[config.mk]
export PLATFORM = sky130hd
export DESIGN_NAME = channel_level_crc8_framer
export DESIGN_NICKNAME = d
export VERILOG_FILES = /design/src/rtl/core/clf_pkg.sv /design/src/rtl/core/channel_level_crc8_framer.sv /design/src/rtl/core/clf_fifo.sv /design/src/rtl/core/clf_front.sv /design/src/rtl/core/clf_back.sv
export SDC_FILE = /design/constraint.sdc
export NUM_CORES = 1
export LEC_CHECK = 0
export ABC_AREA = 1
export BUFFER_PORTS_ARGS = -buffer_cell sky130_fd_sc_hd__buf_2
export CORE_AREA = 2 2 159 130
export CTS_CLUSTER_DIAMETER = 120
export DETAILED_ROUTE_END_ITERATION = 16
export DIE_AREA = 0 0 161 132
export GPL_TIMING_DRIVEN = 0
export SYNTH_ARGS = -nofsm -noshare
export SYNTH_HDL_FRONTEND = slang
export SYNTH_HIERARCHICAL = 1
export SYNTH_SLANG_ARGS = --single-unit
[constraint.sdc]
create_clock -name clk -period 2.4 [get_ports clk]
set_input_delay 0.24 -clock clk [delete_from_list [all_inputs] [get_ports clk]]
set_output_delay 0.24 -clock clk [all_outputs]
set_load 0.01 [all_outputs]
[src/rtl/core/clf_pkg.sv]
// Shared types, constants and the CRC-8/Maxim byte function of the channel level framer.
package clf_pkg;

    localparam int LEVEL_COUNT   = 5;
    localparam int LEVEL_W       = 3;
    localparam int CMD_DEPTH_DEF = 2;
    localparam int OUT_DEPTH_DEF = 2;

    localparam logic [7:0] FLAG_BYTE  = 8'h7E;
    localparam logic [7:0] ESC_BYTE   = 8'h7D;
    localparam logic [7:0] ESC_FLAG   = 8'h5E;
    localparam logic [7:0] ESC_ESC    = 8'h5D;
    localparam logic [7:0] CRC_INIT   = 8'hFF;
    localparam logic [7:0] CRC_POLY_R = 8'h8C;

    localparam logic [LEVEL_W-1:0] LEVEL_ONE  = 3'd1;
    localparam logic [LEVEL_W-1:0] LEVEL_WRAP = 3'd5;

    localparam logic [7:0] PRESS_ADVANCE = 8'd1;

    typedef logic [LEVEL_COUNT-1:0][LEVEL_W-1:0] level_vec_t;

    typedef struct packed {
        logic [7:0] channel_code;
        logic [7:0] press_code;
    } cmd_t;

    typedef struct packed {
        logic [7:0] frame_byte;
        logic       last_byte;
    } result_t;

    typedef struct packed {
        logic [7:0] address;
        level_vec_t levels;
    } frame_job_t;

    // One byte of the reflected CRC-8 (poly 0x31), crc and data already combined.
    function automatic logic [7:0] crc8_maxim_byte(input logic [7:0] c_in);
        logic [7:0] c;
        c = c_in;
        for (int b = 0; b < 8; b++)
        begin
            if (c[0])
            begin
                c = (c >> 1) ^ CRC_POLY_R;
            end
            else
            begin
                c = c >> 1;
            end
        end
        return c;
    endfunction

endpackage

[src/rtl/core/channel_level_crc8_framer.sv]
// Top level of the channel level framer: config register, front end, job queue, serializer, output queue.
//
// This block keeps five channel levels (each 1..4, reset to 1) and turns every
// command item with a known channel code into a framed byte stream: 0x7E, the
// frame address, the five levels, a CRC-8 byte (poly 0x31 reflected, init
// 0xFF; escaped as 0x7D 0x5E or 0x7D 0x5D when it collides with a delimiter)
// and a closing 0x7E marked by last_byte. Commands with an unknown channel code
// are taken and dropped with no effect. The input side accepts one command item
// per cycle while the job queue (CMD_DEPTH entries) has room, so commands can
// arrive back to back and the level update is applied at once. The serializer
// emits one frame byte per cycle into the output queue (OUT_DEPTH entries)
// while that queue has room, so one frame is 9 bytes long, or 10 when the CRC
// is escaped; the serializer sets the sustained command rate. The first byte
// of a frame reaches the result ports through the job queue and then the
// output queue. The frame address register is sampled into each job when its
// command is accepted; write it only while the block is idle.
module channel_level_crc8_framer
    import clf_pkg::*;
#(
    parameter int CMD_DEPTH = CMD_DEPTH_DEF,
    parameter int OUT_DEPTH = OUT_DEPTH_DEF
)
(
    input  logic       clk,
    input  logic       rst_n,
    input  logic       cfg_we,
    input  logic [7:0] cfg_wdata,
    input  logic       push,
    output logic       full,
    input  cmd_t       cmd_item,
    output logic       empty,
    input  logic       pop,
    output result_t    result_item
);

    localparam int JOB_W = $bits(frame_job_t);
    localparam int RES_W = $bits(result_t);

    logic [7:0]       frame_address_reg;
    logic             accept;
    logic             job_push, job_pop, job_empty;
    frame_job_t       job_wr, job_head;
    logic [JOB_W-1:0] job_rd_bits;
    logic             out_push, out_full;
    result_t          out_wr;
    logic [RES_W-1:0] out_rd_bits;

    // The frame address is a plain register with no read-back.
    always_ff @(posedge clk or negedge rst_n)
    begin
        if (!rst_n)
        begin
            frame_address_reg <= '0;
        end
        else if (cfg_we)
        begin
            frame_address_reg <= cfg_wdata;
        end
    end

    // Every item is taken while the job queue has room, including ones that
    // turn out to carry an unknown channel code.
    assign accept = push && !full;

    clf_front u_front
    (
        .clk           (clk),
        .rst_n         (rst_n),
        .accept        (accept),
        .cmd_item      (cmd_item),
        .frame_address (frame_address_reg),
        .job_push      (job_push),
        .job_data      (job_wr)
    );

    // Jobs carry a snapshot of the address and all five levels, so the front
    // end may keep changing levels while earlier frames are still going out.
    clf_fifo #(
        .WIDTH (JOB_W),
        .DEPTH (CMD_DEPTH)
    ) u_job_q
    (
        .clk     (clk),
        .rst_n   (rst_n),
        .wr_en   (job_push),
        .wr_data (job_wr),
        .full    (full),
        .rd_en   (job_pop),
        .rd_data (job_rd_bits),
        .empty   (job_empty)
    );

    assign job_head = frame_job_t'(job_rd_bits);

    clf_back u_back
    (
        .clk       (clk),
        .rst_n     (rst_n),
        .job_valid (!job_empty),
        .job_head  (job_head),
        .job_pop   (job_pop),
        .out_full  (out_full),
        .out_push  (out_push),
        .out_data  (out_wr)
    );

    // The output queue decouples the serializer from the consumer's pop.
    clf_fifo #(
        .WIDTH (RES_W),
        .DEPTH (OUT_DEPTH)
    ) u_out_q
    (
        .clk     (clk),
        .rst_n   (rst_n),
        .wr_en   (out_push),
        .wr_data (out_wr),
        .full    (out_full),
        .rd_en   (pop),
        .rd_data (out_rd_bits),
        .empty   (empty)
    );

    assign result_item = result_t'(out_rd_bits);

    // A job leaves the queue only together with the closing delimiter it produces.
    assert property (@(posedge clk) disable iff (!rst_n)
        job_pop |-> (out_push && out_wr.last_byte && (out_wr.frame_byte == FLAG_BYTE)))
        else $error("job retired without its closing delimiter");

    // The serializer never writes into a full output queue.
    assert property (@(posedge clk) disable iff (!rst_n)
        out_push |-> !out_full)
        else $error("output queue overflow");

    // Any item marked last on the result ports is the closing delimiter.
    assert property (@(posedge clk) disable iff (!rst_n)
        (!empty && result_item.last_byte) |-> (result_item.frame_byte == FLAG_BYTE))
        else $error("last byte is not a delimiter");

endmodule

[src/rtl/core/clf_fifo.sv]
// Small first-word-fall-through queue used for the command queue and the output queue.
module clf_fifo
    import clf_pkg::*;
#(
    parameter int WIDTH = 8,
    parameter int DEPTH = 2
)
(
    input  logic             clk,
    input  logic             rst_n,
    input  logic             wr_en,
    input  logic [WIDTH-1:0] wr_data,
    output logic             full,
    input  logic             rd_en,
    output logic [WIDTH-1:0] rd_data,
    output logic             empty
);

    localparam int PTR_W = (DEPTH > 1) ? $clog2(DEPTH) : 1;
    localparam int CNT_W = $clog2(DEPTH + 1);
    localparam logic [PTR_W-1:0] PTR_LAST = PTR_W'(DEPTH - 1);
    localparam logic [CNT_W-1:0] CNT_FULL = CNT_W'(DEPTH);

    logic [WIDTH-1:0] slot_reg [DEPTH];
    logic [PTR_W-1:0] wr_ptr_reg, wr_ptr_next;
    logic [PTR_W-1:0] rd_ptr_reg, rd_ptr_next;
    logic [CNT_W-1:0] count_reg, count_next;
    logic             do_wr, do_rd;

    assign full    = (count_reg == CNT_FULL);
    assign empty   = (count_reg == '0);
    assign do_wr   = wr_en && !full;
    assign do_rd   = rd_en && !empty;
    assign rd_data = slot_reg[rd_ptr_reg];

    always_comb
    begin
        wr_ptr_next = wr_ptr_reg;
        rd_ptr_next = rd_ptr_reg;
        count_next  = count_reg;
        if (do_wr)
        begin
            wr_ptr_next = (wr_ptr_reg == PTR_LAST) ? '0 : wr_ptr_reg + 1'b1;
        end
        if (do_rd)
        begin
            rd_ptr_next = (rd_ptr_reg == PTR_LAST) ? '0 : rd_ptr_reg + 1'b1;
        end
        if (do_wr && !do_rd)
        begin
            count_next = count_reg + 1'b1;
        end
        else if (do_rd && !do_wr)
        begin
            count_next = count_reg - 1'b1;
        end
    end

    always_ff @(posedge clk)
    begin
        if (do_wr)
        begin
            slot_reg[wr_ptr_reg] <= wr_data;
        end
    end

    always_ff @(posedge clk or negedge rst_n)
    begin
        if (!rst_n)
        begin
            wr_ptr_reg <= '0;
            rd_ptr_reg <= '0;
            count_reg  <= '0;
        end
        else
        begin
            wr_ptr_reg <= wr_ptr_next;
            rd_ptr_reg <= rd_ptr_next;
            count_reg  <= count_next;
        end
    end

endmodule

[src/rtl/core/clf_front.sv]
// Command front end: decodes the channel code, updates the levels and queues a frame job.
module clf_front
    import clf_pkg::*;
(
    input  logic       clk,
    input  logic       rst_n,
    input  logic       accept,
    input  cmd_t       cmd_item,
    input  logic [7:0] frame_address,
    output logic       job_push,
    output frame_job_t job_data
);

    level_vec_t       levels_reg, levels_next;
    logic             cmd_valid;
    logic [2:0]       sel;
    logic [LEVEL_W-1:0] lv_inc;

    always_comb
    begin
        cmd_valid = 1'b1;
        sel       = '0;
        if (cmd_item.channel_code inside {[8'd1:8'd5]})
        begin
            sel = cmd_item.channel_code[2:0] - 3'd1;
        end
        else if (cmd_item.channel_code inside {8'd6, 8'd7})
        begin
            sel = 3'(LEVEL_COUNT - 1);
        end
        else
        begin
            cmd_valid = 1'b0;
        end
    end

    always_comb
    begin
        levels_next = levels_reg;
        lv_inc      = levels_reg[sel] + 1'b1;
        if (lv_inc == LEVEL_WRAP)
        begin
            lv_inc = LEVEL_ONE;
        end
        if (accept && cmd_valid && (cmd_item.press_code == PRESS_ADVANCE))
        begin
            levels_next[sel] = lv_inc;
        end
    end

    assign job_push         = accept && cmd_valid;
    assign job_data.address = frame_address;
    assign job_data.levels  = levels_next;

    always_ff @(posedge clk or negedge rst_n)
    begin
        if (!rst_n)
        begin
            for (int k = 0; k < LEVEL_COUNT; k++)
            begin
                levels_reg[k] <= LEVEL_ONE;
            end
        end
        else
        begin
            levels_reg <= levels_next;
        end
    end

endmodule

[src/rtl/core/clf_back.sv]
// Frame serializer: walks one queued job byte by byte, folding the CRC as it goes.
module clf_back
    import clf_pkg::*;
(
    input  logic       clk,
    input  logic       rst_n,
    input  logic       job_valid,
    input  frame_job_t job_head,
    output logic       job_pop,
    input  logic       out_full,
    output logic       out_push,
    output result_t    out_data
);

    localparam logic [3:0] ST_OPEN  = 4'd0;
    localparam logic [3:0] ST_ADDR  = 4'd1;
    localparam logic [3:0] ST_LV0   = 4'd2;
    localparam logic [3:0] ST_LV1   = 4'd3;
    localparam logic [3:0] ST_LV2   = 4'd4;
    localparam logic [3:0] ST_LV3   = 4'd5;
    localparam logic [3:0] ST_LV4   = 4'd6;
    localparam logic [3:0] ST_CRC   = 4'd7;
    localparam logic [3:0] ST_ESC2  = 4'd8;
    localparam logic [3:0] ST_CLOSE = 4'd9;

    logic [3:0] step_reg, step_next;
    logic [7:0] crc_reg, crc_next;
    logic       advance;
    logic [2:0] lv_off;
    logic [7:0] lv_byte;
    logic       crc_is_flag, crc_is_esc;

    assign advance     = job_valid && !out_full;
    assign lv_off      = step_reg[2:0] - ST_LV0[2:0];
    assign lv_byte     = {5'b0, job_head.levels[lv_off]};
    assign crc_is_flag = (crc_reg == FLAG_BYTE);
    assign crc_is_esc  = (crc_reg == ESC_BYTE);

    always_comb
    begin
        step_next          = step_reg;
        crc_next           = crc_reg;
        out_data.frame_byte = FLAG_BYTE;
        out_data.last_byte  = 1'b0;
        job_pop            = 1'b0;
        case (step_reg)
            ST_OPEN:
            begin
                out_data.frame_byte = FLAG_BYTE;
                step_next           = ST_ADDR;
            end
            ST_ADDR:
            begin
                out_data.frame_byte = job_head.address;
                crc_next            = crc8_maxim_byte(CRC_INIT ^ job_head.address);
                step_next           = ST_LV0;
            end
            ST_LV0, ST_LV1, ST_LV2, ST_LV3, ST_LV4:
            begin
                out_data.frame_byte = lv_byte;
                crc_next            = crc8_maxim_byte(crc_reg ^ lv_byte);
                step_next           = step_reg + 1'b1;
            end
            ST_CRC:
            begin
                if (crc_is_flag || crc_is_esc)
                begin
                    out_data.frame_byte = ESC_BYTE;
                    step_next           = ST_ESC2;
                end
                else
                begin
                    out_data.frame_byte = crc_reg;
                    step_next           = ST_CLOSE;
                end
            end
            ST_ESC2:
            begin
                out_data.frame_byte = crc_is_flag ? ESC_FLAG : ESC_ESC;
                step_next           = ST_CLOSE;
            end
            ST_CLOSE:
            begin
                out_data.frame_byte = FLAG_BYTE;
                out_data.last_byte  = 1'b1;
                job_pop             = advance;
                step_next           = ST_OPEN;
            end
            default:
            begin
                step_next = ST_OPEN;
            end
        endcase
    end

    assign out_push = advance;

    always_ff @(posedge clk or negedge rst_n)
    begin
        if (!rst_n)
        begin
            step_reg <= ST_OPEN;
            crc_reg  <= CRC_INIT;
        end
        else if (advance)
        begin
            step_reg <= step_next;
            crc_reg  <= crc_next;
        end
    end

endmodule
Yosys cells after proc, flatten, opt, wreduce, memory -nomap -nowiden
Memories as Yosys holds them, arrays and structs flattened. Cells that the tools add are included.

Flip-flop bits (word level): 43. Memory bits (writable): 64. Bits of input ports: 29. Output and inout port bits: 11. Word-level logic and storage cells: 163. Memories: 2.

Add/sub/neg operators: 12. Magnitude comparators: 5. Equal/unequal tests: 17. Muxes and demuxes: 63. Bitwise logic cells: 18. Reductions and logical operators: 32.

Memory list: u_job_q.slot_reg (words 2, bits a word 23, rd ports 1, clocked after Yosys merged registers in 0, wr ports 1, RTL line clf_fifo.sv:24) `logic [WIDTH-1:0] slot_reg [DEPTH];`; u_out_q.slot_reg (words 2, bits a word 9, rd ports 1, clocked after Yosys merged registers in 0, wr ports 1, RTL line clf_fifo.sv:24).

Operators by type and width (number): $mux 8 (31); $not 2->3 (16); $pmux 8 s4 (1); $pmux 4 s5 (1); $bmux 3 s3 (2); $mux 3 (6); $eq 4x3->1 const B (4); $eq 8x3->1 const B (2); $eq 8x7->1 const B (2); $pmux 8 s2 (1); $bwmux 15 (1); $mux 15 (1); $logic_and 1x1->1 (14); $mux 1 (13); $mux 2 (5); $demux 3 s3 (1); $eq 4x2->1 const B (2); $eq 4x4->1 const B (2); $eq 8x1->1 const B (1); $ge 8x1->1 const B (1); $le 8x3->1 const B (1); $logic_not 1->1 (8); $lt 3x4->1 const B (2); $not 8->8 (1); other kinds (18) (28).

Longest topological paths before layout
Gate-level depths: netlist of the first run.

Depth after elaboration: 28. Depth in mapped cells: 20. Gate-level depth less buffers: 18.

Modules after synthesis
The synthesis of the first run kept the hierarchy.

By module, submodules not included: clf_fifo at u_job_q (instances 1, cells an instance 152, area each 1909.3 um^2, sequential area each 1481.4 um^2); clf_back (instances 1, cells an instance 244, area each 1467.7 um^2, sequential area each 310.3 um^2); clf_front (instances 1, cells an instance 159, area each 1217.4 um^2, sequential area each 381.6 um^2); clf_fifo at u_out_q (instances 1, cells an instance 78, area each 880.8 um^2, sequential area each 640.6 um^2); channel_level_crc8_framer (instances 1, cells an instance 37, area each 316.6 um^2, sequential area each 200.2 um^2).

Worst setup path before layout of the first run
OpenSTA, ideal clock, no wires.

Kind: input to register. Start point: in cmd_item[8] (netlist bit). End point: mem u_job_q/slot_reg[1][0] (netlist bit) (enable). Library setup time: 0.403 ns. Arrival: 2.166 ns. Data required time: 1.997 ns. Slack: -0.168 ns. Stages: 9. Path buffers: 0. Cells stage by stage: inv_1 ha_1 inv_1 nand2_1 nand2_2 nand3_2 and3_4 o21ai_1 nor2_1.

Word-level cells in the longest chain between the ends: 8. Elaborated cells between the ends (all ways): 12. Classes of those cells: 2 x order compare; 2 x eq/ne; 4 x mux; 4 x reduce/logical.

Ends and longest elaborated chain: from (decl) (RTL line channel_level_crc8_framer.sv:30) `input cmd_t cmd_item,`; branches (longest 3 deep; another with $ge 8x1->1); $mux 1 (*) (RTL line clf_front.sv:23) `if (cmd_item.channel_code inside {[8'd1:8'd5]})`; $logic_and 1x1->1 (*) (RTL line clf_front.sv:51) `assign job_push = accept && cmd_valid;`; net job_push (RTL line channel_level_crc8_framer.sv:41) `logic job_push, job_pop, job_empty;`; $logic_and 1x1->1 (*) (RTL line clf_fifo.sv:32) `assign do_wr = wr_en && !full;`; $mux 1 (*) (RTL line clf_fifo.sv:61) `if (do_wr)`; $mux 1 (not written as such) (*) (RTL line clf_fifo.sv:63) `slot_reg[wr_ptr_reg] <= wr_data;`; to (decl) (RTL line clf_fifo.sv:24).

Mark *: on every way through the listed nets, which the timed path passes.

Worst setup path in the final report of the first run
Start point: in cmd_item[8] (netlist bit). End point: mem u_job_q/slot_reg[0][7] (netlist bit) (enable).

Word-level cells in the longest chain between the ends: 8. Elaborated cells between the ends (all ways): 12. Classes of those cells: 2 x order compare; 2 x eq/ne; 4 x mux; 4 x reduce/logical.

Ends and longest elaborated chain: branches (longest 3 deep; another with $ge 8x1->1); $mux 1 (*) (RTL line clf_front.sv:23); $logic_and 1x1->1 (*) (RTL line clf_front.sv:51); net job_push (RTL line channel_level_crc8_framer.sv:41); $logic_and 1x1->1 (*) (RTL line clf_fifo.sv:32); net u_job_q.do_wr (RTL line clf_fifo.sv:28) `logic do_wr, do_rd;`; $mux 1 (*) (RTL line clf_fifo.sv:61); $mux 1 (not written as such) (*) (RTL line clf_fifo.sv:63).

Marks and branches as above.

==> flow_results.org, run 1 <==
** STA
- After layout, the minimum clock period comes to 2.24 ns.
- For the pin with the worst max-slew slack, the measured transition is 1.03 ns.
- Static timing analysis puts the maximum clock frequency at 446 MHz.
- Between clock sinks in the finished design, the worst skew comes to 0.00939 ns.
- The hold violation total from the final report is 0.
- Unrepaired setup endpoints after global routing :: yes
- Worst slew margin relative to its limit :: 31.5%
- The worst path uses 93.3% of the clock period.
- Setup violations remaining at the end of the flow were counted as 0.
- The number of pins with negative max-slew slack in the final report was 0.

** Critical path
- Category of the worst setup path launch point :: primary input
- Data arrival time of the critical path :: 2.17 ns
- In this run the worst path has a maximum fanout of 23.
- Number of cell instances on the worst register-to-register path :: 13
- Cell type of the slowest stage on the worst timing path :: clkinvlp_4
- The endpoint identified for the worst register-to-register timing path is u_back/crc_reg[2].
- Startpoint of the worst-slack reg-to-reg timing path :: u_job_q/rd_ptr_reg
- The critical path is of the in2reg type.
- FF-to-FF setup slack :: 0.16 ns
- At the worst endpoint, the required time is 2.33 ns.
- Crit path largest cell delay :: 0.47 ns
- The signal on the critical path passes through buf_2, clkinvlp_4, buf_4, ha_1, o21ai_0, nand3_2, and3_4, inv_1, nor2_4, nand2_1, clkinvlp_4.
- Critical Path End Type :: register
- The cell that appears most often on the critical path is clkinvlp_4.

** Global route
- The number of antenna violations at the first check in global routing is 0.
- Vias in the first global route :: 4,021
- The first global-routing pass estimated 20.1 mm of wire.
- Entering global routing, the biggest net connects 44 pins.
- Global routing consumed, over all layers together, 11.8% of the routing resources.
- For this run the aggregate overflow at the end of global routing stands at 0.

** Power
- Power per standard cell area :: 1140 nW/um2
- Maximum VDD drop :: 0.452 mV
- LEAKAGE :: 3.10 nW
- The design draws 7.69 mW.

** Logic synthesis
- Net count after synthesis :: 712
- The top cell type by area accounts for 33.2% of the synthesized area.
- The synthesized design contains 107 register bits.
- Counting flops with a built-in enable in the synthesized netlist gives 64.
- Post-synth ARST share :: 40.2%
- Primary FF master, synth :: edfxtp_1
- Yosys warnings :: 6
- In this run, distinct cell masters in the synthesized netlist total 42.
- Synthesized area divided by synthesized cell count :: 8.64 um2
- Proportion of synthesized chip area in sequential cells :: 52.0%
- Summing every instance area after synthesis gives 5790 um2.
- Post-Synthesis Cells :: 670
- In the post-synthesis netlist, the biggest area contributors are edfxtp_1 33%, nand2_1 17%, dfrtp_1 13%, dfstp_2 5.9%, inv_1 4.8%.
- Post-synthesis cell type with the largest combined area :: edfxtp_1

** Die
- Rows :: 46
- From left edge to right edge, the die measures 161 um.
- Total Die Area :: 21,300 um2
- For this design the top-level I/O count stands at 40.
- After floorplanning, the core was sized to cover 19,600 um2.
- From bottom edge to top edge, the die measures 132 um.
- Starting Density :: 29.6%

** CTS
- Clock slew seen by the registers of the worst setup and hold paths :: 0.07 ns
- Number of buffers created by CTS :: 9
- Maximum buffer depth of the clock tree :: 2
- CTS built an H-tree with a depth of 3.
- Clk_lat worst skew :: 0.36 ns
- Hold bufs inserted after CTS :: 0
- The root buffer cell chosen for the clock tree is clkbuf_16.
- CTS saw 107 sinks.
- Clock tree from TritonCTS :: built

** Cells and area
- Most frequent cells in the layout :: 259 x nand2_1, 70 x inv_1, 64 x edfxtp_1
- Leading cell type in the layout, fill and taps excluded :: nand2_1
- In the final layout, the share of cells above drive strength 1 is 20.8%.
- Number of antenna cells inserted :: 0
- Fillcell total :: 2,055
- The finished layout holds 994 standard cells, fillers aside.
- Relative to the synthesized area, the layout overhead comes to 16.4%.
- Final core area utilization :: 34.5%
- The register with the most flip-flops in the layout has 46 of them.
- Summed area of non-filler cells in the final layout :: 6740 um2
- In the final layout, the multi-input gates occupy 2400 um2.
- Storage cell area :: 3010 um2
- Final nets :: 767

** Detailed routing
- Antenna Violating Nets Remaining :: 0
- In the routed design, unresolved DRC markers number 0.
- Number of search-and-repair iterations in the first detailed-routing pass :: 5
- Routed WL per cell :: 12.2 um
- Summing over every cut layer, the via total after detailed routing is 4,367.
- Routed wire length :: 12.1 mm
- After the first detailed-routing iteration, the DRC count stood at 291.
- Using the TritonRoute via totals, the vias-per-cell ratio works out to 4.39.

** Place
- Input and output buffers added on the ports amount to 38.
- Placed Area :: 6310 um2
- Routability-driven placement finished with a final weighted congestion of 0.860.
- Total placed cells including tap cells :: 972
- The wire-length estimate of the detail-placed layout is 8.90 mm.

** Run status
- The run finished with clean final reports.

** Flow run
- The tool flagged a number of max-cap violations equal to 0.

** Hold path
- Class of the most critical hold timing path :: in2async
==> kinds of logic (layout without fill, tap and decap cells) <==
logic type,count (synthesis),after routing,share of synthesized area [%]
simple gates,379,379,29.5
flops,107,107,52.0
buf+inv,104,164,7.78
compound gates,51,51,5.44
xor+xnor,16,16,2.42
fa+ha+maj,13,13,2.81
==> worst max path at each step <==
stage | cells past startpoint | slack, ns | start | endpoint
global route | 13 | -0.07 | u_job_q/rd_ptr_reg | u_back/crc_reg[2]
detailed placement | 10 | -0.45 | cmd_item[8] | u_job_q/slot_reg[1][21]
finish | 11 | 0.16 | cmd_item[8] | u_job_q/slot_reg[0][7]
CTS | 12 | 0.02 | cmd_item[8] | u_job_q/slot_reg[0][11]
global placement | 10 | -0.43 | cmd_item[8] | u_job_q/slot_reg[1][21]
floorplan | 9 | 0.20 | cmd_item[8] | u_job_q/slot_reg[1][0]
==> worst max-delay path, delay by kind of cell <==
family,cells,cell delay [ns]
buffers and inverters,5,1.02
and+or+nand+nor,4,0.52
AOI/OAI and AO/OA,1,0.20
adders and majority gates,1,0.17
==> what timing repair did <==
action | 4_1_cts | 5_1_grt
setup endpoints to repair | 32 | 69
gates cloned | 0 | 0
endpoints found under the hold margin | 0 | 0
pin swaps | 0 | 1
buffers inserted | 0 | 6
resized for setup | 2 | 23
==> cell usage after synthesis, types with 2 or more instances <==
library cell	count
edfxtp_1	64
o21ai_0	19
o221ai_1	2
o21ai_1	11
nor2_1	23
nor2_2	5
buf_4	10
dfrtp_1	30
nand3b_1	2
ha_1	13
nor4_1	3
xnor2_1	5
xor2_1	11
nor3_1	4
nand2_1	260
nand2_2	9
inv_1	74
buf_2	6
nor2_4	7
a21oi_1	5
o22ai_1	5
buf_6	2
nand3_2	7
o211ai_1	3
inv_2	10
nand3_1	43
nand4_1	10
dfstp_2	13
==> area by class of cell <==
class                           instances  area share [%]
Buffer                                 19            2.19
Multi-Input combinational cell        459            35.5
Timing Repair Buffer                   44            3.49
Sequential cell                       107            44.7
Clock buffer                            9            3.34
Clock inverter                          7           0.965
Inverter                               85            4.88
Tap cell                              264            4.90
==> report_power, final <==
group / leakage (nW) / switching (mW) / internal [mW]
sequential: 1.13 / 0.216 / 2.48
clock: 0.141 / 0.723 / 0.732
combinational: 1.83 / 2.34 / 1.20
total: 3.10 / 3.28 / 4.41
==> metal layers <==
metal,global-route usage [%],share of wire [%]
met5,0,0
met4,2.98,1.1
met3,2.89,5.1
met2,17.2,43
met1,17.6,51
==> stage by stage <==
step	TNS, ns	setup slack, ns	hold WS [ns]
after global routing	-0.0743	-0.0743	0.0796
final	0	0.160	0.0658
after detailed placement	-24.01	-0.450	0.443
after global placement	-21.58	-0.434	0.448
after floorplan	0	0.202	-0.0556
after CTS	0	0.0210	0.0666
No activity file was read; power rests on OpenSTA's default activity.
==> run 2, diff against run 1 <==
--- a/config.mk
+++ b/config.mk
@@ -7,12 +7,11 @@
 export LEC_CHECK = 0
 export ABC_AREA = 1
 export BUFFER_PORTS_ARGS = -buffer_cell sky130_fd_sc_hd__buf_2
-export CORE_AREA = 2 2 159 130
+export CORE_AREA = 2 2 154 126
 export CTS_CLUSTER_DIAMETER = 120
 export DETAILED_ROUTE_END_ITERATION = 16
-export DIE_AREA = 0 0 161 132
-export GPL_TIMING_DRIVEN = 0
+export DIE_AREA = 0 0 156 128
+export RECOVER_POWER = 25
 export SYNTH_ARGS = -nofsm -noshare
 export SYNTH_HDL_FRONTEND = slang
-export SYNTH_HIERARCHICAL = 1
 export SYNTH_SLANG_ARGS = --single-unit
==> run 2 against run 1 <==
Net effect:
- non-clock buffer count is 14 higher
- critical endpoint is now u_back.crc_reg[2]
- count of clock-buffer cells in the layout is 1 higher
- synthesized area is 6.0% lower
- largest power group unchanged
- synthesized cell count is 15% lower
- sequential share of layout area is 1.0 points higher
==> flow_results.org, run 2 <==
** Critical path
- The end point of the critical path was u_back.crc_reg[2] (was u_job_q/slot_reg[0][7]).
- Startpoint of the worst-slack reg-to-reg timing path :: u_back.step_reg[0] (was u_job_q/rd_ptr_reg)
- Required time reported for the critical path endpoint :: 2.68 ns (was 2.33 ns)
- Number of cell instances on the worst register-to-register path :: 14 (was 13)
- Capture instance of the worst register-to-register path :: u_back.crc_reg[2] (was u_back/crc_reg[2])
- Start-to-end type of the worst setup path :: reg2reg (was in2reg)
- The minimum setup slack among reg-to-reg paths was 0.14 ns (was 0.16 ns).
- The data arrival time of the critical path came to 2.54 ns (was 2.17 ns).
- Critical Path End Type :: register (unchanged)
- The category of the worst setup path launch point is a register (was primary input).
- Start point of the critical path :: u_back.step_reg[0] (was cmd_item[8])
- CP max FO :: 12 (was 23)

** Cells and area
- Non-filler instance count after layout :: 885 (was 994)
- The number of fill cells is 1,863 (was 2,055).
- Final nets :: 687 (was 767)
- Leading cell type in the layout, fill and taps excluded :: nand2_1 (unchanged)
- The fraction of layout instances using a drive strength above 1 came to 25.5% (was 20.8%).
- The growth of design area from synthesis to finish is 21.2% (was 16.4%).
- The number of flip-flops under the largest register name came to 46 (unchanged).
- Number of antenna cells inserted :: 0 (unchanged)
- Most frequent cells in the layout :: 153 x nand2_1, 64 x edfxtp_1, 57 x inv_1 (was 259 x nand2_1, 70 x inv_1, 64 x edfxtp_1)

** CTS
- Clk_lat worst skew :: 0.35 ns (was 0.36 ns)
- The TritonCTS clock tree is built (unchanged).
- The H-tree depth is 3 (unchanged).
- CTS sink cnt :: 107 (unchanged)
- The TritonCTS buffer count was 9 (unchanged).
- The clock slew seen by the registers of the worst setup and hold paths came to 0.08 ns (was 0.07 ns).
- The maximum clock path buffer count came to 2 (unchanged).
- The buffer cell driving the clock tree root is clkbuf_16 (unchanged).

** Detailed routing
- # DRC :: 0 (unchanged)
- The initial detailed-routing violation count is 256 (was 291).
- The routed length per instance came to 13.3 um (was 12.2 um).
- Count of vias placed by the detailed router :: 3,978 (was 4,367)
- Routed wire length :: 11.8 mm (was 12.1 mm)
- The post-route antenna net violation count was 0 (unchanged).
- The routed via count divided by cell count came to 4.49 (was 4.39).
- Number of search-and-repair iterations in the first detailed-routing pass :: 7 (was 5)

** STA
- Worst hold-check slack :: 0.116 ns (was 0.0658 ns)
- Max-slew violations :: 0 (unchanged)
- The slew at the pin closest to its max-slew limit came to 0.984 ns (was 1.03 ns).
- The post-route minimum period came to 2.26 ns (was 2.24 ns).
- The highest achievable clock rate was 443 MHz (was 446 MHz).
- Unrepaired setup endpoints after global routing: no (was yes).
- Worst slew margin relative to its limit :: 34.4% (was 31.5%)
- The number of failing setup endpoints in the final timing report came to 0 (unchanged).
- The hold violation total from the final report came to 0 (unchanged).
- The worst clock skew on the final layout is 0.0136 ns (was 0.00939 ns).
- Share of the clock period used by the worst path after layout :: 94.0% (was 93.3%)

** Logic synthesis
- Cell types occupying the most area after synthesis: edfxtp_1 35%, dfrtp_1 14%, nand2_1 11%, dfstp_2 6.3%, inv_1 4.1% (was edfxtp_1 33%, nand2_1 17%, dfrtp_1 13%, dfstp_2 5.9%, inv_1 4.8%).
- The fraction of registers with async set or reset after synthesis came to 40.2% (unchanged).
- Post-Synthesis Cells :: 568 (was 670)
- The number of enable flip-flop cells after synthesis was 64 (unchanged).
- Combined area of all synthesized cells :: 5440 um2 (was 5790 um2)
- Primary FF master, synth :: edfxtp_1 (unchanged)
- Top post-synthesis cells by count: 155 x nand2_1, 64 x edfxtp_1, 60 x inv_1 (was 260 x nand2_1, 74 x inv_1, 64 x edfxtp_1).
- The number of synthesis warnings is 0 (was 6).
- Post-synthesis cell type with the largest combined area :: edfxtp_1 (unchanged)
- The synthesis-stage register bit count is 107 (unchanged).
- The net count after synthesis is 610 (was 712).
- The share of the synthesized area in the top cell type is 35.3% (was 33.2%).
- Most common cell in the synthesized netlist :: nand2_1 (unchanged)
- Proportion of synthesized chip area in sequential cells :: 55.4% (was 52.0%)
- Synthesized area divided by synthesized cell count :: 9.58 um2 (was 8.64 um2)
- Cell variety after synth :: 44 (was 42)

** Global route
- Initial antenna violation count :: 0 (unchanged)
- Total routing usage reported by global routing :: 12.7% (was 11.8%)
- Largest net degree at the start of global routing :: 24 (was 44)
- Total grt overflow :: 0 (unchanged)
- Global-route wire length before repair :: 19.8 mm (was 20.1 mm)
- Vias in the first global route :: 3,951 (was 4,021)

** Power
- Maximum VDD drop :: 0.432 mV (was 0.452 mV)
- Power per standard cell area :: 1230 nW/um2 (was 1140 nW/um2)
- The static leakage came to 2.89 nW (was 3.10 nW).

** Place
- HPWL reported at the end of detailed placement :: 8.69 mm (was 8.90 mm)
- Total placed cells including tap cells :: 868 (was 972)
- Number of port buffers :: 39 (was 38)
- Global placer's final weighted congestion :: 0.872 (was 0.860)

** Die
- Core Area :: 18,500 um2 (was 19,600 um2)
- The placement row count came to 45 (was 46).
- The starting density of the core was 29.4% (was 29.6%).
- The die width is 156 um (was 161 um).
- The top-level port count was 40 (unchanged).
- The total die area came to 20,000 um2 (was 21,300 um2).
- The height of the chip is 128 um (was 132 um).

** Run status
- Status :: finished clean (unchanged)

** Hold path
- Cell depth of the worst hold path :: 2
- The path type of the worst min-delay path is in2reg (was in2async).

** Flow run
- The max-cap violation count is 0 (unchanged).
==> run 2: what timing repair did <==
item / in CTS / in global routing
hold buffers: 1 / 0
gates resized for setup: 0 / 28
endpoints found under the hold margin: 8 / 0
buffers inserted: 0 / 1
setup endpoints to repair: 0 / 44
==> run 2: worst min-delay path by stage <==
stage                      start              endpoint
global route        cfg_wdata[7]  frame_address_reg[7]
global placement           rst_n  frame_address_reg[6]
finish              cfg_wdata[2]  frame_address_reg[2]
floorplan                  rst_n  frame_address_reg[0]
CTS                 cfg_wdata[2]  frame_address_reg[2]
detailed placement         rst_n  frame_address_reg[6]
==> run 2: layer usage <==
metal,global-route usage (%),wire length (um)
met5,0,0
met4,3.94,169
met3,2.84,646
met2,18.8,4890
met1,18.5,6040
==> run 2: power breakdown <==
part	internal, mW	switching, mW
combinational	1.42	2.28
clock	0.893	0.701
sequential	2.51	0.300
==> run 2: area by class of cell <==
class / instances / area [um2] / share of cell area (%)
Timing Repair Buffer: 77 / 513 / 7.78
Sequential cell: 107 / 3020 / 45.7
Clock inverter: 6 / 78.8 / 1.19
Multi-Input combinational cell: 384 / 2190 / 33.2
Inverter: 66 / 256 / 3.89
Clock buffer: 10 / 250 / 3.79
Tap cell: 235 / 294 / 4.46
==> run 2: cells by family (layout without fill, tap and decap cells) <==
group / Yosys count / in the layout / share of synthesized area, %
and+or+nand+nor: 277 / 277 / 22.5
muxes: 12 / 12 / 2.53
DFF: 107 / 107 / 55.4
xor gates and xnor gates: 19 / 19 / 3.61
adders and majority gates: 13 / 13 / 2.99
AOI/OAI and AO/OA: 63 / 63 / 6.99
buffers and inverters: 77 / 159 / 6.00
==> run 2: worst max-delay path, stage by stage, from the launching register on <==
cell        delay, ns
dfrtp_1          0.48
inv_1            0.09
buf_4            0.17
ha_1             0.23
nor2_1           0.11
nand3_1          0.09
o311ai_2         0.15
nand2_1          0.19
nand2_1          0.18
clkinvlp_4       0.14
buf_12           0.16
nand2_1          0.06
inv_1            0.03
nand2_1          0.05
nand2_1          0.04
==> run 2: through the flow <==
step / utilization [%] / total power [mW] / setup TNS [ns] / cell area [um2] / setup WS [ns]
floorplan: - / 5.41 / -3.49 / 5440 / -0.0760
global placement: 33.3 / 6.36 / -4.23 / 6160 / -0.240
detailed placement: 33.3 / 6.40 / -4.89 / 6160 / -0.290
CTS: 35.1 / 8.01 / 0 / 6500 / 0.0205
global route: 35.6 / 8.83 / 0 / 6600 / 0.00263
finish: 35.6 / 8.11 / 0 / 6600 / 0.145
==> run 3, diff against run 2 <==
==> constraint.sdc (replaced) <==
create_clock -name clk -period 2 [get_ports clk]
set_input_delay 0.2 -clock clk [delete_from_list [all_inputs] [get_ports clk]]
set_output_delay 0.2 -clock clk [all_outputs]
set_load 0.01 [all_outputs]
==> run 3 against run 2 <==
Net effect:
- total power up 43%
- via count up 9.0%
- cell area grew 16%
- core utilization increased by 5.6 points
- the run now ends with max-capacitance violations, max-slew violations, negative setup slack left
- sequential cell count unchanged
- clock skew down 0.0066 ns
- worst hold slack worse by 0.042 ns
- non-clock buffer count is 50 higher
- count of clock-buffer cells in the layout down 1
- worst setup slack got worse by 0.25 ns
- critical path type is now in2reg
- critical endpoint is now u_job_q.slot_reg[0][8]
==> flow_results.org, run 3 (same netlist as run 2, synthesis figures left out) <==
** Detailed routing
- The post-route antenna net violation count was 0 (unchanged).
- Routed WL per cell :: 14.0 um (was 13.3 um)
- The number of DRC violations after detailed routing came to 0 (unchanged).
- The total routed wirelength is 13.1 mm (was 11.8 mm).
- The initial detailed-routing violation count is 344 (was 256).
- The count of vias placed by the detailed router was 4,335 (was 3,978).
- The routed via count divided by cell count is 4.63 (was 4.49).
- The number of iterations in the first detailed-routing pass came to 5 (was 7).

** Die
- The die width is 156 um (unchanged).
- Die Y :: 128 um (unchanged)
- Core Area :: 18,500 um2 (unchanged)
- The starting density of the core was 29.4% (unchanged).
- The total die area is 20,000 um2 (unchanged).
- I/O pin count :: 40 (unchanged)
- The placement row count is 45 (unchanged).

** Cells and area
- Share of final-layout standard cells stronger than drive strength 1 :: 45.1% (was 25.5%)
- The growth of design area from synthesis to finish came to 40.4% (was 21.2%).
- Summed area of non-filler cells in the final layout :: 7640 um2 (was 6600 um2)
- The post-layout instance count excluding filler cells is 936 (was 885).
- Most frequent cells in the layout: 120 x nand2_1, 76 x buf_4, 64 x edfxtp_1 (was 153 x nand2_1, 64 x edfxtp_1, 57 x inv_1).
- Final nets :: 738 (was 687)
- The count of inserted antenna diode cells came to 0 (unchanged).
- Leading cell type in the layout, fill and taps excluded :: nand2_1 (unchanged)
- The number of fill cells was 1,749 (was 1,863).
- The number of flip-flops under the largest register name came to 46 (unchanged).

** Global route
- Total grt overflow :: 0 (unchanged)
- Met1 capacity usage during global routing :: 19.1% (was 18.5%)
- The routing usage on met2 was 19.3% (was 18.8%).
- The global-route wire length before repair is 20.2 mm (was 19.8 mm).
- Busiest layer in global routing :: met2 (unchanged)
- Largest net degree at the start of global routing :: 25 (was 24)
- The global-route track usage on met3 is 2.60% (was 2.84%).
- Initial antenna violation count :: 0 (unchanged)
- Vias in the first global route :: 3,988 (was 3,951)
- The total track usage was 12.8% (was 12.7%).

** Critical path
- Worst-path cell chain: buf_12, inv_12, ha_4, inv_2, nand2_2, nand2_4, inv_4, nor2_2, nand2_1, nand2_2, nor2_4, inv_4, nand3_4, nor2_4, nor4_4, ha_2, nand4_1, nand4_1, nand2_1 (was inv_1, buf_4, ha_1, nor2_1, nand3_1, o311ai_2, nand2_1, nand2_1, clkinvlp_4, buf_12, nand2_1, inv_1, nand2_1, nand2_1).
- The cell with the biggest individual delay on the critical path was nor4_4 (was dfrtp_1).
- The count of buffer and inverter cells on the critical path came to 5 (unchanged).
- Number of cell instances on the worst register-to-register path :: 16 (was 14)
- The endpoint of the most critical register-to-register path is u_back.crc_reg[2] (unchanged).
- The data arrival time of the critical path was 2.20 ns (was 2.54 ns).
- Startpoint of the worst-slack reg-to-reg timing path :: u_job_q.rd_ptr_reg (was u_back.step_reg[0])
- Largest delay share family, worst path :: simple AND/OR/NAND/NOR gates (unchanged)
- The end point of the critical path was u_job_q.slot_reg[0][8] (was u_back.crc_reg[2]).
- The category of the worst setup path launch point is a primary input (was register).
- CP Depth :: 19 (was 14)
- Start-to-end type of the worst setup path :: in2reg (was reg2reg)
- CP max FO :: 5 (was 12)
- Start point of the critical path :: cmd_item[9] (was u_back.step_reg[0])
- Critical Path End Type :: register (unchanged)
- Crit path largest cell delay :: 0.28 ns (was 0.48 ns)
- Required time reported for the critical path endpoint :: 2.09 ns (was 2.68 ns)
- FF-to-FF setup slack :: -0.03 ns (was 0.14 ns)

** Flow run
- The max-cap violation count came to 1 (was 0).

** CTS
- The clock slew seen by the registers of the worst setup and hold paths came to 0.08 ns (about the same).
- The buffer cell driving the clock tree root is clkbuf_16 (unchanged).
- Clock H-tree levels :: 3 (unchanged)
- The sink count of the clock tree was 107 (unchanged).
- The clock network latency to the later pin of the worst-skew pair was 0.35 ns (about the same).
- Number of buffers created by CTS :: 9 (unchanged)
- The TritonCTS clock tree is built (unchanged).
- The maximum clock path buffer count is 2 (unchanged).

** Run status
- Status: finished, violations left (was finished clean).
- The final reports fail on max-capacitance violations, max-slew violations, negative setup slack.

** STA
- Static timing analysis puts the maximum clock frequency at 474 MHz.
- The hold violation total from the final report was 0 (unchanged).
- Transition time of the tightest slew-check pin :: 1.52 ns (was 0.984 ns)
- The setup slack after layout came to -0.110 ns (was 0.145 ns).
- Final setup violation count :: 23 (was 0)
- Share of the clock period used by the worst path after layout :: 105%
- The max-slew headroom at the worst pin came to -1.07% (was 34.4%).
- Setup clock skew after layout :: 0.00705 ns (was 0.0136 ns)
- Unrepaired setup endpoints after global routing :: yes (was no)
- Setup_tns :: -1.15 ns (was 0 ns)
- Max-slew violations :: 24 (was 0)
- Counting I/O delays and the setup requirement, the final critical path takes 2.11 ns.

** Power
- Overall power after layout :: 11.6 mW (was 8.11 mW)
- The power density over cell area was 1510 nW/um2 (was 1230 nW/um2).
- LEAKAGE :: 3.25 nW (was 2.89 nW)
- The peak supply drop was 0.645 mV (was 0.432 mV).

** Hold path
- Class of the most critical hold timing path :: in2reg (unchanged)

** Place
- The number of placed instances, taps included is 893 (was 868).
- The placement-stage worst setup slack is -0.550 ns (was -0.290 ns).
- Placed Area :: 6460 um2 (was 6160 um2)
- The total of buffers placed on input and output ports was 39 (unchanged).
- Global placer's final weighted congestion :: 0.871 (was 0.872)
- HPWL reported at the end of detailed placement :: 8.83 mm (was 8.69 mm)
run 3: cell types whose count changed in the layout (fill, tap and decap cells not counted), moves of 8 or more:
cell     change
inv_1        -8
nand2_1     -33
nand2_2     +24
nor2_1      -14
nand3_2     +12
buf_4       +44
nand2_4      +9
nand3_1     -16
run 3: worst register-to-register path: stages (launching register included):
cell and delay (ns):
dfrtp_2 0.53, clkbuf_16 0.24, nand2_1 0.06, nand3_1 0.08, nand3_2 0.09, nand3_4 0.12, nand2_4 0.07, nand2_2 0.10
nand3_2 0.11, nand2_2 0.10, nand2_4 0.06, nand2_4 0.09, nand2_2 0.05, nand3_1 0.07, nand3_1 0.08, nand2_1 0.08
nand2_1 0.05
run 3: worst min-delay path by stage:
stage / start / endpoint / slack, ns / depth (start not counted)
6_report: cfg_wdata[0] / frame_address_reg[0] / 0.07 / 2
4_1_cts: cfg_wdata[0] / frame_address_reg[0] / 0.07 / 2
2_1_floorplan: rst_n / frame_address_reg[0] / -0.1 / 0
3_5_place_dp: rst_n / frame_address_reg[7] / 0.26 / 1
5_1_grt: cfg_wdata[7] / frame_address_reg[7] / 0.07 / 2
3_3_place_gp: rst_n / frame_address_reg[7] / 0.25 / 1
run 3: area by class of cell:
type | count | area, um2 | share of cell area (%)
repair buffers | 127 | 998 | 13.1
flip-flops and latches | 107 | 3020 | 39.5
clock buffers | 9 | 225 | 2.95
well taps | 235 | 294 | 3.85
inverters | 66 | 295 | 3.86
clock inverters | 7 | 65.1 | 0.851
multi-input cells | 384 | 2740 | 35.8
repair inverters | 1 | 7.51 | 0.0982
run 3: metrics by stage:
| step | hold WS [ns] | utilization, % |
|---|---|---|
| finish | 0.0734 | 41.3 |
| global route | 0.0691 | 41.3 |
| CTS | 0.0666 | 37.3 |
| detailed placement | 0.262 | 34.9 |
| global placement | 0.248 | 34.9 |
| floorplan | -0.0956 | - |
run 3: where the power goes:
| group | internal (mW) | switching (mW) |
|---|---|---|
| clock | 0.879 | 0.856 |
| combinational | 2.75 | 3.70 |
| sequential | 3.02 | 0.369 |
run 3: what timing repair did:
item	CTS	global route
gates cloned	1	2
resized for setup	35	131
hold buffers	1	0
pin swaps	20	38
hold endpoints to repair	18	0
buffers inserted	6	17
setup endpoints to repair	42	65
run 3: layer usage:
layer	vias up	share of wire (%)	wire length [um]
li1	2160	-	-
met1	2070	50	6540
met2	93	44	5750
met3	12	5.3	689
met4	0	0.95	125
met5	-	0	0
